===== src/vstg_pkg.sv =====
// Package for the vector stroke text generator: constants, types and the glyph stroke ROM.
`default_nettype none
package vstg_pkg;

  localparam int VSTG_COORD_BITS = 16;
  localparam int GU_W            = 10;
  localparam int MUL_W           = 4;
  localparam int PROD_W          = MUL_W + GU_W;
  localparam int ORG_W           = 16;
  localparam int NGLYPH          = 37;
  localparam int MAXPTS          = 9;
  localparam int GIDX_W          = $clog2(NGLYPH);
  localparam int PIDX_W          = $clog2(MAXPTS);

  // Character codes.
  localparam logic [7:0] CHAR_A     = 8'h41;
  localparam logic [7:0] CHAR_Z     = 8'h5A;
  localparam logic [7:0] CHAR_0     = 8'h30;
  localparam logic [7:0] CHAR_9     = 8'h39;
  localparam logic [7:0] CHAR_DOT   = 8'h2E;
  localparam logic [7:0] CHAR_NL    = 8'h0A;
  localparam logic [7:0] CHAR_SPACE = 8'h20;

  localparam logic [GIDX_W-1:0] GIDX_DIGIT0 = GIDX_W'(26);
  localparam logic [GIDX_W-1:0] GIDX_DOT    = GIDX_W'(36);

  // Multipliers of the glyph unit for the cursor moves.
  localparam logic [MUL_W-1:0] ADV_X_MUL = MUL_W'(10);
  localparam logic [MUL_W-1:0] NL_Y_MUL  = MUL_W'(15);

  // Register indexes on the configuration port.
  typedef enum logic [1:0] {
    REG_ORIGIN_X   = 2'd0,
    REG_ORIGIN_Y   = 2'd1,
    REG_GLYPH_UNIT = 2'd2
  } reg_idx_e;

  typedef enum logic [1:0] {
    ST_IDLE,
    ST_EMIT,
    ST_ADV
  } vstg_state_e;

  // Operation for the shared step unit: x = bx + mul_x*gu, y = by +/- mul_y*gu.
  typedef struct packed {
    logic [MUL_W-1:0] mul_x;
    logic [MUL_W-1:0] mul_y;
    logic             sub_y;
  } step_op_t;

  // One stored point: stroke start flag, x and y in quarter units.
  typedef logic [2*MUL_W:0] pt_t;
  typedef pt_t [0:MAXPTS-1] pts_t;

  typedef struct packed {
    logic [PIDX_W-1:0] len;
    pts_t              pts;
  } glyph_t;

  localparam pt_t NO_PT = '0;

  function automatic pt_t pt(input int x, input int y);
    logic [MUL_W-1:0] xb;
    logic [MUL_W-1:0] yb;
    xb = MUL_W'(x);
    yb = MUL_W'(y);
    return {1'b0, xb, yb};
  endfunction

  function automatic pt_t st(input int x, input int y);
    logic [MUL_W-1:0] xb;
    logic [MUL_W-1:0] yb;
    xb = MUL_W'(x);
    yb = MUL_W'(y);
    return {1'b1, xb, yb};
  endfunction

  function automatic glyph_t glyph_rom(input logic [GIDX_W-1:0] g);
    glyph_t r;
    r.len = '0;
    r.pts = '{default: NO_PT};
    case (g)
      6'd0: begin
        r.len = 4'd7;
        r.pts = '{st(0,0), pt(0,8), pt(4,12), pt(8,8), pt(8,0), st(0,4), pt(8,4),
                  NO_PT, NO_PT};
      end
      6'd1: begin
        r.len = 4'd9;
        r.pts = '{st(4,6), pt(8,3), pt(4,0), pt(0,0), pt(0,12), pt(4,12), pt(8,9),
                  pt(4,6), pt(0,6)};
      end
      6'd2: begin
        r.len = 4'd6;
        r.pts = '{st(8,11), pt(4,12), pt(0,8), pt(0,4), pt(4,0), pt(8,1),
                  NO_PT, NO_PT, NO_PT};
      end
      6'd3: begin
        r.len = 4'd7;
        r.pts = '{st(0,0), pt(0,12), pt(4,12), pt(8,8), pt(8,4), pt(4,0), pt(0,0),
                  NO_PT, NO_PT};
      end
      6'd4: begin
        r.len = 4'd6;
        r.pts = '{st(8,12), pt(0,12), pt(0,0), pt(8,0), st(0,6), pt(4,6),
                  NO_PT, NO_PT, NO_PT};
      end
      6'd5: begin
        r.len = 4'd5;
        r.pts = '{st(8,12), pt(0,12), pt(0,0), st(0,6), pt(4,6),
                  NO_PT, NO_PT, NO_PT, NO_PT};
      end
      6'd6: begin
        r.len = 4'd7;
        r.pts = '{st(8,11), pt(4,12), pt(0,8), pt(0,4), pt(4,0), pt(8,4), pt(4,4),
                  NO_PT, NO_PT};
      end
      6'd7: begin
        r.len = 4'd6;
        r.pts = '{st(0,0), pt(0,12), st(0,6), pt(8,6), st(8,12), pt(8,0),
                  NO_PT, NO_PT, NO_PT};
      end
      6'd8: begin
        r.len = 4'd6;
        r.pts = '{st(0,0), pt(8,0), st(0,12), pt(8,12), st(4,0), pt(4,12),
                  NO_PT, NO_PT, NO_PT};
      end
      6'd9: begin
        r.len = 4'd5;
        r.pts = '{st(4,12), pt(8,12), pt(8,4), pt(4,0), pt(0,4),
                  NO_PT, NO_PT, NO_PT, NO_PT};
      end
      6'd10: begin
        r.len = 4'd5;
        r.pts = '{st(0,0), pt(0,12), st(8,12), pt(0,6), pt(8,0),
                  NO_PT, NO_PT, NO_PT, NO_PT};
      end
      6'd11: begin
        r.len = 4'd3;
        r.pts = '{st(0,12), pt(0,0), pt(8,0),
                  NO_PT, NO_PT, NO_PT, NO_PT, NO_PT, NO_PT};
      end
      6'd12: begin
        r.len = 4'd7;
        r.pts = '{st(0,0), pt(0,8), pt(2,12), pt(4,4), pt(6,12), pt(8,8), pt(8,0),
                  NO_PT, NO_PT};
      end
      6'd13: begin
        r.len = 4'd4;
        r.pts = '{st(0,0), pt(0,12), pt(8,0), pt(8,12),
                  NO_PT, NO_PT, NO_PT, NO_PT, NO_PT};
      end
      6'd14: begin
        r.len = 4'd7;
        r.pts = '{st(0,4), pt(0,8), pt(4,12), pt(8,8), pt(8,4), pt(4,0), pt(0,4),
                  NO_PT, NO_PT};
      end
      6'd15: begin
        r.len = 4'd6;
        r.pts = '{st(0,0), pt(0,12), pt(4,12), pt(8,8), pt(4,4), pt(0,4),
                  NO_PT, NO_PT, NO_PT};
      end
      6'd16: begin
        r.len = 4'd9;
        r.pts = '{st(0,4), pt(0,8), pt(4,12), pt(8,8), pt(8,4), pt(4,0), pt(0,4),
                  st(4,4), pt(8,0)};
      end
      6'd17: begin
        r.len = 4'd8;
        r.pts = '{st(0,0), pt(0,12), pt(4,12), pt(8,8), pt(4,4), pt(0,4), st(4,4),
                  pt(8,0), NO_PT};
      end
      6'd18: begin
        r.len = 4'd6;
        r.pts = '{st(8,12), pt(4,12), pt(0,8), pt(8,4), pt(4,0), pt(0,0),
                  NO_PT, NO_PT, NO_PT};
      end
      6'd19: begin
        r.len = 4'd4;
        r.pts = '{st(0,12), pt(8,12), st(4,12), pt(4,0),
                  NO_PT, NO_PT, NO_PT, NO_PT, NO_PT};
      end
      6'd20: begin
        r.len = 4'd5;
        r.pts = '{st(0,12), pt(0,2), pt(4,0), pt(8,2), pt(8,12),
                  NO_PT, NO_PT, NO_PT, NO_PT};
      end
      6'd21: begin
        r.len = 4'd5;
        r.pts = '{st(0,12), pt(0,8), pt(4,0), pt(8,8), pt(8,12),
                  NO_PT, NO_PT, NO_PT, NO_PT};
      end
      6'd22: begin
        r.len = 4'd7;
        r.pts = '{st(0,12), pt(0,4), pt(2,0), pt(4,8), pt(6,0), pt(8,4), pt(8,12),
                  NO_PT, NO_PT};
      end
      6'd23: begin
        r.len = 4'd4;
        r.pts = '{st(0,12), pt(8,0), st(0,0), pt(8,12),
                  NO_PT, NO_PT, NO_PT, NO_PT, NO_PT};
      end
      6'd24: begin
        r.len = 4'd5;
        r.pts = '{st(0,12), pt(4,4), pt(4,0), st(4,4), pt(8,12),
                  NO_PT, NO_PT, NO_PT, NO_PT};
      end
      6'd25: begin
        r.len = 4'd4;
        r.pts = '{st(0,12), pt(8,12), pt(0,0), pt(8,0),
                  NO_PT, NO_PT, NO_PT, NO_PT, NO_PT};
      end
      6'd26: begin
        r.len = 4'd9;
        r.pts = '{st(0,4), pt(0,8), pt(4,12), pt(8,8), pt(8,4), pt(4,0), pt(0,4),
                  st(0,4), pt(8,8)};
      end
      6'd27: begin
        r.len = 4'd2;
        r.pts = '{st(4,12), pt(4,0),
                  NO_PT, NO_PT, NO_PT, NO_PT, NO_PT, NO_PT, NO_PT};
      end
      6'd28: begin
        r.len = 4'd5;
        r.pts = '{st(0,8), pt(4,12), pt(8,8), pt(0,0), pt(8,0),
                  NO_PT, NO_PT, NO_PT, NO_PT};
      end
      6'd29: begin
        r.len = 4'd6;
        r.pts = '{st(0,12), pt(8,12), pt(8,0), pt(0,0), st(0,6), pt(8,6),
                  NO_PT, NO_PT, NO_PT};
      end
      6'd30: begin
        r.len = 4'd5;
        r.pts = '{st(0,12), pt(0,4), pt(8,4), pt(8,12), pt(8,0),
                  NO_PT, NO_PT, NO_PT, NO_PT};
      end
      6'd31: begin
        r.len = 4'd6;
        r.pts = '{st(8,12), pt(0,12), pt(0,6), pt(8,6), pt(8,0), pt(0,0),
                  NO_PT, NO_PT, NO_PT};
      end
      6'd32: begin
        r.len = 4'd5;
        r.pts = '{st(0,12), pt(0,0), pt(8,0), pt(8,6), pt(0,6),
                  NO_PT, NO_PT, NO_PT, NO_PT};
      end
      6'd33: begin
        r.len = 4'd3;
        r.pts = '{st(0,12), pt(8,12), pt(8,0),
                  NO_PT, NO_PT, NO_PT, NO_PT, NO_PT, NO_PT};
      end
      6'd34: begin
        r.len = 4'd7;
        r.pts = '{st(0,0), pt(0,12), pt(8,12), pt(8,0), pt(0,0), st(0,6), pt(8,6),
                  NO_PT, NO_PT};
      end
      6'd35: begin
        r.len = 4'd5;
        r.pts = '{st(8,0), pt(8,12), pt(0,12), pt(0,6), pt(8,6),
                  NO_PT, NO_PT, NO_PT, NO_PT};
      end
      6'd36: begin
        r.len = 4'd5;
        r.pts = '{st(3,0), pt(3,2), pt(5,2), pt(5,0), pt(3,0),
                  NO_PT, NO_PT, NO_PT, NO_PT};
      end
      default: begin
        r.len = '0;
        r.pts = '{default: NO_PT};
      end
    endcase
    return r;
  endfunction

endpackage
`default_nettype wire


===== src/vstg_step_unit.sv =====
// Shared step unit: scales glyph-unit multiples and adds them to a coordinate pair.
`default_nettype none
module vstg_step_unit #(
  parameter int COORD_BITS = vstg_pkg::VSTG_COORD_BITS
) (
  input  wire logic [COORD_BITS-1:0]     base_x_i,
  input  wire logic [COORD_BITS-1:0]     base_y_i,
  input  wire logic [vstg_pkg::GU_W-1:0] gu_i,
  input  wire vstg_pkg::step_op_t        op_i,
  output logic      [COORD_BITS-1:0]     res_x_o,
  output logic      [COORD_BITS-1:0]     res_y_o
);
  import vstg_pkg::*;

  localparam int SUM_W = COORD_BITS + PROD_W;

  logic [PROD_W-1:0] prod_x;
  logic [PROD_W-1:0] prod_y;
  logic [SUM_W-1:0]  add_y;
  logic [SUM_W-1:0]  sum_x;
  logic [SUM_W-1:0]  sum_y;

  // Narrow products: a 4-bit multiple times the 10-bit glyph unit.
  assign prod_x = PROD_W'(op_i.mul_x) * PROD_W'(gu_i);
  assign prod_y = PROD_W'(op_i.mul_y) * PROD_W'(gu_i);

  // Subtraction is an add of the two's complement; everything wraps.
  assign add_y = op_i.sub_y ? (~SUM_W'(prod_y) + SUM_W'(1)) : SUM_W'(prod_y);
  assign sum_x = SUM_W'(base_x_i) + SUM_W'(prod_x);
  assign sum_y = SUM_W'(base_y_i) + add_y;

  assign res_x_o = sum_x[COORD_BITS-1:0];
  assign res_y_o = sum_y[COORD_BITS-1:0];

endmodule
`default_nettype wire


===== config.mk =====
export PLATFORM = sky130hd
export DESIGN_NAME = vstg_step_unit
export DESIGN_NICKNAME = d
export VERILOG_FILES = /design/src/vstg_pkg.sv /design/src/vstg_step_unit.sv
export SDC_FILE = /design/constraint.sdc
export NUM_CORES = 1
export LEC_CHECK = 0
export ABC_AREA = 0
export BUFFER_PORTS_ARGS = -buffer_cell sky130_fd_sc_hd__buf_2
export CAP_MARGIN = 10
export CORE_ASPECT_RATIO = 0.6
export CORE_MARGIN = 1
export CORE_UTILIZATION = 63
export DETAILED_ROUTE_END_ITERATION = 8
export PLACE_DENSITY = 0.95
export SYNTH_ARGS = -nofsm -noshare
export SYNTH_HDL_FRONTEND = slang
export SYNTH_SLANG_ARGS = --single-unit

===== constraint.sdc =====
create_clock -name vclk -period 17.5
set_input_delay 2.625 -clock vclk [all_inputs]
set_output_delay 2.625 -clock vclk [all_outputs]
set_load 0.01 [all_outputs]

==> impl_results.md <==
- Synth warn: 0
- Die area: 6260 um2
- Die X: 101 um
- Clock share of power: 0
- Via count: 3656
- Data required, critical path: 14.88 ns
- FF+latch count: 0
- Leading cell types in the layout, fill and taps excluded: buf_2, inv_1, ha_1
- Cells after Synth: 472
- Post-synth top area cell: fa_1
- Setup WS post-layout: 6.63 ns
- Setup-failing EPs final: 0
- Final RePlAce weighted congestion: 0.778
- Data arrival time of the worst path: 8.24 ns
- I/O Pins: 83
- Hold-fix buffers, CTS: 0
- Relative slew slack: 0.449
- Worst-margin pin slew: 0.816 ns
- DRC violations left: 0
- Post-synthesis cell type count: 53
- Number of diodes: 0
- Starting DRT DRC Count: 220
- Share of layout cells above drive strength 1: 0.169
- DR WL/cell: 13.6 um
- Sequential fraction of the synthesis area: 0
- Static leakage: 2.27 nW
- MaxCap Viol Count: 0
- Most common cell after layout, fill and taps aside: buf_2
- Port buffer count: 83
- Crit Path Class: in2out
- Starting density of the core: 0.662
- Post-CTS Setup Inserts: 0
- PwrDens: 101 nW/um2
- Critical path startpoint category: input pin
- Netlist Area Pre-Place: 3740 um2
- Net Sw Frac: 0.559
- Unrepaired setup endpoints after global routing: false
- Pre-CTS setup slack: 6.74 ns
- Die H: 61.7 um
- Area fraction of the dominant cell type after synthesis: 0.236
- Total negative slack: 0 ns
- Dpl hpwl: 7.35 mm
- Clock buf count: 0
- Pin count of the biggest net entering global routing: 14
- Critical Path Fanout Max: 10
- Status: completed
- Mapped Nets: 626
- DR pass1 iterations: 5
- Final Core Density: 0.750
- Switching Power: 0.000239 W
- CORE AREA: 5650 um2
- GRT Overall Usage: 0.279
- Nets: 706
- WHS: 5.56 ns
- Initial antenna violation count: 0
- Syn_area_per_cell: 7.92 um2
- Sequential group share of total power: 0
- Fmax: 0.0920 GHz
- Final wirelength: 8.54 mm
- Part of the cycle the worst path needs: 0.621
- Reg area: 0 um2
- Congestion Overflow GR: 0
- Antenna-violating nets left: 0
- Synth-to-Final Area Change: 13.3%
- DP Cell Count: 630
- Internal power: 0.000189 W
- Final slew viol count: 0
- Worst vdd ir: 0.0575 mV
- Via density: 5.80
- Worst Hold Class: in2out
- Post-Layout Cell Count: 630
- Gate power share: 1.000
- Cts repair resizes: 0
- Vias in the first global route: 3301
- Worst Setup End Kind: output port
- Synth top area cells: fa_1, ha_1, and2_1, xnor2_1, inv_1
- # rows: 21
- Final hold viol count: 0
- Global-route wire length before repair: 14.0 mm
- Final Critical Period: 10.87 ns
cell usage after synthesis, drive strengths merged, types with 2 or more instances:
master / count
nor4: 2
a211oi: 5
a21oi: 20
xor2: 10
ha: 59
fa: 44
nand2: 45
xnor2: 34
clkbuf: 4
and3: 5
a2111oi: 3
o41ai: 2
nor2: 23
or4b: 2
or3: 2
nand3b: 3
a31oi: 6
o31ai: 6
o21a: 6
or2: 4
o211ai: 5
nand3: 4
a21o: 8
nor3: 11
nand4: 2
nor2b: 2
inv: 77
o21ai: 8
and2: 48
nand2b: 5
layer usage:
metal / wire (um) / part of all wire / track usage / vias to the layer above
li1: - / - / - / 1741
met1: 3830 / 0.45 / 0.370 / 1759
met2: 4170 / 0.49 / 0.527 / 142
met3: 455 / 0.053 / 0.0114 / 14
met4: 88 / 0.010 / 0.0455 / 0
met5: 0 / 0 / 0 / -
critical path, stage by stage:
cell and delay, ns:
buf_2 0.16, and2_1 0.19, fa_1 0.54, inv_1 0.06, fa_1 0.53, inv_1 0.04
ha_1 0.34, and3_1 0.21, a221o_1 0.42, nor2_2 0.14, xnor2_1 0.12, or4b_4 0.59
nand2_1 0.11, xnor2_1 0.07, ha_1 0.36, and2_1 0.19, o21ai_0 0.22, o31ai_1 0.14
o41ai_1 0.69, nand3_1 0.18, o211ai_1 0.15, buf_2 0.16
through the flow:
step	power, W	area, um2
global route	0.000476	4240
finish	0.000428	4240
CTS	0.000425	4240
global placement	0.000400	4240
floorplan	0.000306	3740
detailed placement	0.000422	4240
cells by family (layout without fill, tap and decap cells):
| group | after synthesis | count (layout) | share of synthesized area |
|---|---|---|---|
| multiplexers | 1 | 1 | 0.00301 |
| AND/OR/NAND/NOR | 161 | 161 | 0.226 |
| AO/OA/AOI/OAI | 81 | 81 | 0.153 |
| adder cells (fa/ha/maj) | 103 | 103 | 0.433 |
| buffers and inverters | 82 | 160 | 0.0823 |
| XOR/XNOR | 44 | 44 | 0.103 |
layout make-up:
| cell class | count | area (um2) |
|---|---|---|
| multi-input cells | 390 | 3430 |
| fillers | 414 | 1410 |
| repair buffers | 83 | 415 |
| inverters | 77 | 289 |
| well taps | 80 | 100 |
path summary, 6_finish.rpt:
kind,startpoint,end,cells after the start
hold / removal,base_x_i[0],res_x_o[0],3
setup / recovery,op_i[4],res_y_o[14],22
power by group through the flow:
stage	clock [W]	sequential, W	combinational [W]
5_1_grt	0	0	0.000476
2_1_floorplan	0	0	0.000306
4_1_cts	0	0	0.000425
3_3_place_gp	0	0	0.000400
3_5_place_dp	0	0	0.000422
6_report	0	0	0.000428
Note: power is estimated with default switching activity, not from simulation.
